[src/hdl/pfr_pkg.sv]
// ----------------------------------------------------------------------------
// pfr_pkg
// Shared types, codes and helpers for the pixel format to RGBA32 converter.
// ----------------------------------------------------------------------------
`default_nettype none

package pfr_pkg;

  // configuration register indexes
  localparam int unsigned CFG_IDX_W  = 1;
  localparam int unsigned CFG_DATA_W = 2;
  localparam logic [CFG_IDX_W-1:0] CFG_PIXEL_FORMAT = 1'd0;
  localparam logic [CFG_IDX_W-1:0] CFG_YUV_SELECT   = 1'd1;

  localparam logic [7:0] ALPHA_OPAQUE = 8'hFF;

  // source pixel formats
  typedef enum logic [1:0] {
    FMT_16_555  = 2'd0,
    FMT_16_565  = 2'd1,
    FMT_24_BGR  = 2'd2,
    FMT_32_BGRA = 2'd3
  } fmt_t;

  // conversion path carried down the pipeline
  typedef enum logic [1:0] {
    PATH_DIRECT = 2'd0,
    PATH_YUV655 = 2'd1,
    PATH_YUV744 = 2'd2
  } path_t;

  // unpack stage result
  typedef struct packed {
    path_t              path;
    logic [31:0]        color;  // finished color on the direct path
    logic [7:0]         y;
    logic signed [8:0]  cu;     // centered chroma (655) or du (744)
    logic signed [8:0]  cv;     // centered chroma (655) or dv (744)
  } unpack_t;

  // product stage result
  typedef struct packed {
    path_t              path;
    logic [31:0]        color;
    logic [7:0]         y;
    logic signed [8:0]  cu;
    logic signed [8:0]  cv;
    logic signed [17:0] p_rv;   // 359 * v
    logic signed [17:0] p_gu;   // 88 * u
    logic signed [17:0] p_gv;   // 183 * v
    logic signed [17:0] p_bu;   // 454 * u
    logic signed [10:0] g744;   // green of the shift-based path
  } prod_t;

  // saturate a signed channel value to 0..255
  function automatic logic [7:0] clamp8(input logic signed [11:0] val);
    logic [7:0] res;
    if (val < 0) begin
      res = 8'd0;
    end else if (val > 12'sd255) begin
      res = 8'd255;
    end else begin
      res = val[7:0];
    end
    return res;
  endfunction

endpackage

`default_nettype wire

[src/hdl/pfr_unpack.sv]
// ----------------------------------------------------------------------------
// pfr_unpack
// First stage: splits the raw word into fields and finishes the direct paths.
// ----------------------------------------------------------------------------
`default_nettype none

module pfr_unpack
  import pfr_pkg::*;
(
  input  wire logic        clk,
  input  wire logic        rst_n,
  input  wire logic        in_vld,
  input  wire logic [31:0] raw_pixel,
  input  wire fmt_t        fmt,
  input  wire logic        yuv_sel,
  output logic             vld_r,
  output unpack_t          data_r
);

  logic [15:0] h;
  unpack_t     data_nxt;
  logic [7:0]  u655;
  logic [7:0]  v655;

  assign h = raw_pixel[15:0];

  // widened 655 chroma, low bits replicated only below half scale
  assign u655 = {h[4:0], (h[4] ? 3'b000 : h[4:2])};
  assign v655 = {h[9:5], (h[9] ? 3'b000 : h[9:7])};

  // field decode and direct formats
  always_comb begin
    data_nxt       = '0;
    data_nxt.path  = PATH_DIRECT;
    case (fmt)
      FMT_16_555: begin
        if (yuv_sel) begin
          data_nxt.path = PATH_YUV744;
          // luma sits in bits 14:8, bit 15 is unused
          data_nxt.y    = {h[14:8], h[14]};
          data_nxt.cu   = {~h[3], h[2:0], 5'b0};
          data_nxt.cv   = {~h[7], h[6:4], 5'b0};
        end else begin
          data_nxt.color = {ALPHA_OPAQUE, h[4:0], 3'b0, h[9:5], 3'b0, h[14:10], 3'b0};
        end
      end
      FMT_16_565: begin
        if (yuv_sel) begin
          data_nxt.path = PATH_YUV655;
          data_nxt.y    = {h[15:10], h[15:14]};
          data_nxt.cu   = {~u655[7], ~u655[7], u655[6:0]};
          data_nxt.cv   = {~v655[7], ~v655[7], v655[6:0]};
        end else begin
          data_nxt.color = {ALPHA_OPAQUE, h[4:0], 3'b0, h[10:5], 2'b0, h[15:11], 3'b0};
        end
      end
      FMT_24_BGR: begin
        data_nxt.color = {ALPHA_OPAQUE, raw_pixel[7:0], raw_pixel[15:8], raw_pixel[23:16]};
      end
      default: begin
        data_nxt.color = {raw_pixel[31:24], raw_pixel[7:0], raw_pixel[15:8],
                          raw_pixel[23:16]};
      end
    endcase
  end

  // stage register
  always_ff @(posedge clk) begin
    if (!rst_n) begin
      vld_r <= 1'b0;
    end else begin
      vld_r <= in_vld;
    end
  end

  always_ff @(posedge clk) begin
    data_r <= data_nxt;
  end

endmodule

`default_nettype wire

[src/hdl/pfr_mult.sv]
// ----------------------------------------------------------------------------
// pfr_mult
// Second stage: constant-coefficient products and the shift-based green.
// ----------------------------------------------------------------------------
`default_nettype none

module pfr_mult
  import pfr_pkg::*;
(
  input  wire logic    clk,
  input  wire logic    rst_n,
  input  wire logic    in_vld,
  input  wire unpack_t in_data,
  output logic         vld_r,
  output prod_t        data_r
);

  logic signed [17:0] u_ext;
  logic signed [17:0] v_ext;
  logic signed [9:0]  uv_sum;
  logic signed [9:0]  uv_q;
  prod_t              data_nxt;

  assign u_ext  = 18'(in_data.cu);
  assign v_ext  = 18'(in_data.cv);

  // floor((du + dv) / 4)
  assign uv_sum = 10'(in_data.cu) + 10'(in_data.cv);
  assign uv_q   = uv_sum >>> 2;

  always_comb begin
    data_nxt       = '0;
    data_nxt.path  = in_data.path;
    data_nxt.color = in_data.color;
    data_nxt.y     = in_data.y;
    data_nxt.cu    = in_data.cu;
    data_nxt.cv    = in_data.cv;
    data_nxt.p_rv  = v_ext * 18'sd359;
    data_nxt.p_gu  = u_ext * 18'sd88;
    data_nxt.p_gv  = v_ext * 18'sd183;
    data_nxt.p_bu  = u_ext * 18'sd454;
    data_nxt.g744  = $signed({3'b000, in_data.y}) - 11'(uv_q);
  end

  // stage register
  always_ff @(posedge clk) begin
    if (!rst_n) begin
      vld_r <= 1'b0;
    end else begin
      vld_r <= in_vld;
    end
  end

  always_ff @(posedge clk) begin
    data_r <= data_nxt;
  end

endmodule

`default_nettype wire

[src/hdl/pfr_pack.sv]
// ----------------------------------------------------------------------------
// pfr_pack
// Third stage: channel sums, rounding, clamping and the output register.
// ----------------------------------------------------------------------------
`default_nettype none

module pfr_pack
  import pfr_pkg::*;
(
  input  wire logic        clk,
  input  wire logic        rst_n,
  input  wire logic        in_vld,
  input  wire prod_t       in_data,
  output logic             out_strobe,
  output logic [31:0]      out_color
);

  logic signed [19:0] y_term;
  logic signed [19:0] r_sum;
  logic signed [19:0] g_sum;
  logic signed [19:0] b_sum;
  logic signed [11:0] r744;
  logic signed [11:0] g744;
  logic signed [11:0] b744;
  logic               strobe_r;
  logic [31:0]        color_r;
  logic [31:0]        color_nxt;

  // 655 path: 256y + products + 128, floored by 256
  assign y_term = $signed({4'b0000, in_data.y, 8'h80});
  assign r_sum  = y_term + 20'(in_data.p_rv);
  assign g_sum  = y_term - 20'(in_data.p_gu) - 20'(in_data.p_gv);
  assign b_sum  = y_term + 20'(in_data.p_bu);

  // 744 path: blue and red from green
  assign g744 = 12'(in_data.g744);
  assign b744 = g744 + 12'(in_data.cu);
  assign r744 = g744 + 12'(in_data.cv);

  always_comb begin
    case (in_data.path)
      PATH_YUV655: begin
        color_nxt = {ALPHA_OPAQUE, clamp8(12'(b_sum >>> 8)), clamp8(12'(g_sum >>> 8)),
                     clamp8(12'(r_sum >>> 8))};
      end
      PATH_YUV744: begin
        color_nxt = {ALPHA_OPAQUE, clamp8(b744), clamp8(g744), clamp8(r744)};
      end
      default: begin
        color_nxt = in_data.color;
      end
    endcase
  end

  // output register, one strobe per transfer
  always_ff @(posedge clk) begin
    if (!rst_n) begin
      strobe_r <= 1'b0;
    end else begin
      strobe_r <= in_vld;
    end
  end

  always_ff @(posedge clk) begin
    color_r <= color_nxt;
  end

  assign out_strobe = strobe_r;
  assign out_color  = color_r;

endmodule

`default_nettype wire

[src/hdl/pixel_format_to_rgba32_core.sv]
// ----------------------------------------------------------------------------
// pixel_format_to_rgba32_core
// Converts raw framebuffer pixels (RGB555/565, YUV744/655, BGR24, BGRA32)
// into RGBA32 colors through a three-stage pipeline.
//
//   channel  ports                          transfer when
//   input    start, busy, in_raw_pixel      start high and busy low
//   result   out_strobe, out_color          out_strobe high (one cycle)
//   config   cfg_we, cfg_index, cfg_data    cfg_we high
//
// One pixel enters every cycle; busy is always low.
// A pixel passes three registered stages in order: unpack, constant multiply,
// sum/clamp into the output register.
// Format and YUV select are sampled with each pixel at its transfer.
// Reset clears the stage valid bits and sets the format to 32-bit BGRA.
// The receiver cannot stall, so the pipeline never holds.
// ----------------------------------------------------------------------------
`default_nettype none

module pixel_format_to_rgba32_core
  import pfr_pkg::*;
(
  input  wire logic                  clk,
  input  wire logic                  rst_n,
  input  wire logic                  start,
  output logic                       busy,
  input  wire logic [31:0]           in_raw_pixel,
  output logic                       out_strobe,
  output logic [31:0]                out_color,
  input  wire logic                  cfg_we,
  input  wire logic [CFG_IDX_W-1:0]  cfg_index,
  input  wire logic [CFG_DATA_W-1:0] cfg_data
);

  fmt_t    pixel_format_r;
  logic    yuv_select_r;
  logic    in_vld;
  logic    s1_vld;
  unpack_t s1_data;
  logic    s2_vld;
  prod_t   s2_data;

  assign busy   = 1'b0;
  assign in_vld = start & ~busy;

  // configuration registers
  always_ff @(posedge clk) begin
    if (!rst_n) begin
      pixel_format_r <= FMT_32_BGRA;
      yuv_select_r   <= 1'b0;
    end else if (cfg_we) begin
      case (cfg_index)
        CFG_PIXEL_FORMAT: pixel_format_r <= fmt_t'(cfg_data[1:0]);
        CFG_YUV_SELECT:   yuv_select_r   <= cfg_data[0];
        default:          ;
      endcase
    end
  end

  // stage 1: field decode
  pfr_unpack u_unpack (
    .clk       (clk),
    .rst_n     (rst_n),
    .in_vld    (in_vld),
    .raw_pixel (in_raw_pixel),
    .fmt       (pixel_format_r),
    .yuv_sel   (yuv_select_r),
    .vld_r     (s1_vld),
    .data_r    (s1_data)
  );

  // stage 2: products
  pfr_mult u_mult (
    .clk     (clk),
    .rst_n   (rst_n),
    .in_vld  (s1_vld),
    .in_data (s1_data),
    .vld_r   (s2_vld),
    .data_r  (s2_data)
  );

  // stage 3: sums, clamp, output
  pfr_pack u_pack (
    .clk        (clk),
    .rst_n      (rst_n),
    .in_vld     (s2_vld),
    .in_data    (s2_data),
    .out_strobe (out_strobe),
    .out_color  (out_color)
  );

endmodule

`default_nettype wire
[config.mk]
export PLATFORM = sky130hd
export DESIGN_NAME = pixel_format_to_rgba32_core
export DESIGN_NICKNAME = d
export VERILOG_FILES = /design/src/hdl/pfr_pkg.sv /design/src/hdl/pfr_unpack.sv /design/src/hdl/pfr_mult.sv /design/src/hdl/pfr_pack.sv /design/src/hdl/pixel_format_to_rgba32_core.sv
export SDC_FILE = /design/constraint.sdc
export NUM_CORES = 1
export LEC_CHECK = 0
export BUFFER_PORTS_ARGS = -buffer_cell sky130_fd_sc_hd__buf_2
export CAP_MARGIN = 15
export CORE_MARGIN = 4
export CORE_UTILIZATION = 40
export DETAILED_ROUTE_END_ITERATION = 8
export GPL_ROUTABILITY_DRIVEN = 0
export MAX_ROUTING_LAYER = met4
export SETUP_SLACK_MARGIN = 0.1
export SLEW_MARGIN = 20
export SYNTH_ARGS = -nofsm -noshare
export SYNTH_HDL_FRONTEND = slang
export SYNTH_HIERARCHICAL = 1
export SYNTH_SLANG_ARGS = --single-unit
export TNS_END_PERCENT = 50
[constraint.sdc]
create_clock -name clk -period 5 [get_ports clk]
set_input_delay 0.75 -clock clk [delete_from_list [all_inputs] [get_ports clk]]
set_output_delay 0.75 -clock clk [all_outputs]
set_load 0.005 [all_outputs]
Word-level counts from Yosys, hierarchy flattened

Cells that the tools add are included.

Register bits: 235
Input bits: 39
Output and inout bits: 34
Logic and storage cells: 81

$add $sub $neg: 8
Multipliers: 4
$lt $le $gt $ge: 12
Eq/ne operators: 4
Mux-type cells: 24
Bitwise logic cells: 5
Reduce and logical (&&, ||, !) cells: 3

Operators by type and width:

| cell                    | count |
|---|---|
| $mux W8                 | 12 |
| $pmux W32 S3            | 1 |
| $mux W32                | 2 |
| $pmux W32 S2            | 1 |
| $mux W26                | 2 |
| $pmux W26 S2            | 1 |
| $add A17 B18 Y19        | 2 |
| $gt A12 B9 Y1 const B   | 3 |
| $lt A12 B1 Y1 const B   | 3 |
| $add A10 B9 Y11         | 2 |
| $gt A11 B9 Y1 const B   | 2 |
| $lt A11 B1 Y1 const B   | 2 |
| $sub A18 B18 Y19        | 1 |
| $mul A9 B10 Y18 const B | 1 |
| $mul A9 B9 Y18 const B  | 1 |
| $sub A17 B17 Y18        | 1 |
| $mul A9 B9 Y17 const B  | 1 |
| $mul A9 B5 Y14 const B  | 1 |
| $add A9 B9 Y10          | 1 |
| $gt A10 B9 Y1 const B   | 1 |
| $lt A10 B1 Y1 const B   | 1 |
| $sub A9 B8 Y10          | 1 |
| $mux W2                 | 3 |
| $not A1 Y1              | 5 |
| 6 further kinds         | 9 |

Depth between registers and ports, before layout

Depth in word-level cells: 6
Depth in mapped cells: 15
Gate-level depth less buffers: 15

Modules after synthesis

Netlist, hierarchy kept.

Modules (own cells, without submodules):

| module                      | times used | cells each | area an instance (um2) | seq. area each (um2) |
|---|---|---|---|---|
| pfr_mult                    | 1          | 904        | 9133.8                 | 2622.5 |
| pfr_pack                    | 1          | 552        | 4361.7                 | 660.6 |
| pfr_unpack                  | 1          | 170        | 1925.6                 | 1181.1 |
| pixel_format_to_rgba32_core | 1          | 16         | 136.4                  | 60.1 |

Worst setup path before layout

Ideal clock, no wire load.

Path kind: reg-to-reg
Start point: reg u_unpack/data_r[7] (netlist bit)
End point: reg u_mult/data_r[46] (netlist bit)
Setup time: 0.064 ns
Data arrival time: 4.106 ns
Required time: 4.936 ns
Path slack: 0.831 ns
Stages on the path, launching flop included: 14
Buffers on the path: 0
Clock period less this slack: 4.169 ns
Cells stage by stage: dfxtp_1 -> inv_1 -> ha_1 -> or2_2 -> fa_1 -> inv_1 -> fa_1 -> inv_1 -> fa_1 -> ha_1 -> a211o_1 -> o21a_1 -> or4_1 -> nand4_1

RTL lines:

| item                     | RTL line         | text |
|---|---|---|
| start: declaration       | pfr_unpack.sv:17 | `output unpack_t data_r` |
| start signal: assignment | pfr_unpack.sv:77 | `data_r <= data_nxt;` |
| end signal: assignment   | pfr_mult.sv:55   | `data_r <= data_nxt;` |
| end: declaration         | pfr_mult.sv:15   | `output prod_t data_r` |

==> summary.md <==
| Metric | Value |
|---|---|
| Status | complete, no violations |
| Ys Warns | 6 |
| ANT nets after route | 0 |
| Routing usage on met1 | 24.25% |
| Fin cells | 2238 |
| Final Power | 4.664 mW |
| Cells after DPL | 2190 |
| Crit path launch type | flip-flop |
| IO buf count | 71 |
| CTS tree | done |
| HPWL after detailed placement | 31370 µm |
| Fill cells | 3616 |
| Commonest non-fill, non-tap cells in the layout | ha_1, inv_1, dfxtp_1 |
| Num CTS Buffers | 25 |
| Stages on the worst setup path | 12 |
| Die area | 41640 µm² |
| Die Span X | 204.1 µm |
| Crit-path leading delay family | adder cells |
| Syn Area/Cell | 9.427 µm² |
| TritonCTS Sinks | 218 |
| Cell area after synthesis | 15370 µm² |
| CTS HTree Levels | 1 |
| Min-delay src | u_unpack/data_r[56] |
| Ratio of cells with drive above 1 in the final layout | 9.623% |
| Routed wire length | 39080 µm |
| Leakage | 8.536 nW |
| First-pass GRT wire length | 62350 µm |
| Post-route setup TNS | 0 ps |
| VDD IR-drop max | 0.2280 mV |
| Layout area overhead | 11.76% |
| Fin. max-slew vios | 0 |
| Fmax | 0.2203 GHz |
| Critical path's slowest cell | dfxtp_1 |
| Worst stage delay on the critical path | 610 ps |
| Detail-routed via count per cell | 5.134 |
| Gr ovfl total | 0 |
| Met2 Use GR | 31.99% |
| Final Hold Fails | 0 |
| Worst EP arrival | 4940 ps |
| Rel. slew slack | 41.44% |
| Final min period | 4540 ps |
| Crit-path max FO | 10 |
| CP Cell Sequence | inv_1 -> ha_1 -> ha_1 -> fa_1 -> fa_1 -> fa_1 -> ha_1 -> nand3_1 -> a2bb2oi_1 -> a21oi_1 -> mux2i_1 -> a2111oi_0 |
| Core area | 37760 µm² |
| R2R Path Start | u_unpack/data_r[7] |
| Setup Skew | 22.61 ps |
| GR peak layer | met2 |
| Hold Worst Slack | 325.2 ps |
| Worst path bufs/invs | 1 |
| Critical Path Source | u_unpack/data_r[7] |
| Cells after synthesis | 1631 |
| GRT Util Overall | 19.29% |
| Max-cap violation count | 0 |
| Clock Latency Late Sink | 540 ps |
| Worst Hold Class | reg -> reg |
| DRT iter0 DRCs | 610 |
| Pre-CTS setup slack | 450.0 ps |
| RSZ-0062 raised after global routing | no |
| Final #Nets | 2060 |
| Drt wl/cell | 17.46 µm |
| Post-cts sizing count | 0 |
| Clock-pin slew on the worst setup and hold paths | 60 ps |
| Commonest non-fill, non-tap cell in the layout | ha_1 |
| WP data required | 5400 ps |
| Placed standard-cell area | 16250 µm² |
| Worst setup margin | 459.9 ps |
| R2R cell count | 12 |
| # rows | 71 |
| Root Driver | clkbuf_16 |
| Vias | 11490 |
| Grt met3 use | 3.713% |
| Worst Setup Path Type | reg -> reg |
| Setup Fix Bufs, Post-CTS | 0 |
| Post-layout instance area | 17180 µm² |
| Max Buffers Root-to-Sink | 3 |
| Reg area | 4364 µm² |
| Hold Buf Count CTS | 0 |
| Vias in the first global route | 11750 |
| Worst-Margin Slew | 876.1 ps |
| Final Cycle Share | 90.80% |
| Drt drc | 0 |
| Starting density of the core | 40.72% |
| Initial antenna violation count | 6 |
| Final Util | 45.51% |
| Hold Path Depth | 0 |
| Top Ports | 73 |
| Power density cells | 271.5 nW/µm² |
| Die Y-Extent | 204.1 µm |
| Multi-input gate area | 9946 µm² |
| CP endpoint kind | flip-flop |
| Largest net degree at the start of global routing | 33 |
| Drt pass-1 iters | 4 |
| Setup violations, final | 0 |
[layer usage]
| metal | vias up | wire [µm] |
|---|---|---|
| met2 | 226 | 18070 |
| met5 | - | 0 |
| met3 | 58 | 2184 |
| met4 | 0 | 1099 |
| li1 | 5777 | - |
| met1 | 5428 | 17730 |
[cell type report]
| class | count | share of cell area [%] |
|---|---|---|
| multi-input combinational | 1155 | 57.88 |
| sequential | 218 | 25.40 |
| inverter | 219 | 4.784 |
| clock buffer | 34 | 4.187 |
| tap | 511 | 3.721 |
| timing repair buffer | 87 | 2.767 |
| clock inverter | 12 | 1.231 |
| antenna | 2 | 0.02913 |
[worst paths after layout]
kind / end / slack (ps)
min reg2reg: u_mult/data_r[139] / 330
max: u_mult/data_r[82] / 460
min: u_mult/data_r[139] / 330
max reg2reg: u_mult/data_r[82] / 460
[flip-flops by register name (all words and copies together), names as in the netlist]
name	count
yuv_select_r	1
u_mult/data_r	122
pixel_format_r	2
u_unpack/vld_r	1
u_mult/vld_r	1
u_unpack/data_r	58
u_pack/out_color	32
u_pack/out_strobe	1
[worst reg2reg max path: stages, from the launching register on]
cell and delay (ps):
dfxtp_1 610, inv_1 200, ha_1 360, ha_1 220, fa_1 490, fa_1 570, fa_1 420, ha_1 340
nand3_1 90, a2bb2oi_1 160, a21oi_1 420, mux2i_1 160, a2111oi_0 380
[report_power, final]
group | switching (mW) | leakage (nW) | internal (mW)
Clock | 0.749 | 0.460 | 1.27
Sequential | 0.0580 | 1.80 | 1.85
Combinational | 0.422 | 6.27 | 0.308
Total | 1.23 | 8.54 | 3.43
Note: power is estimated with default switching activity, not from simulation.
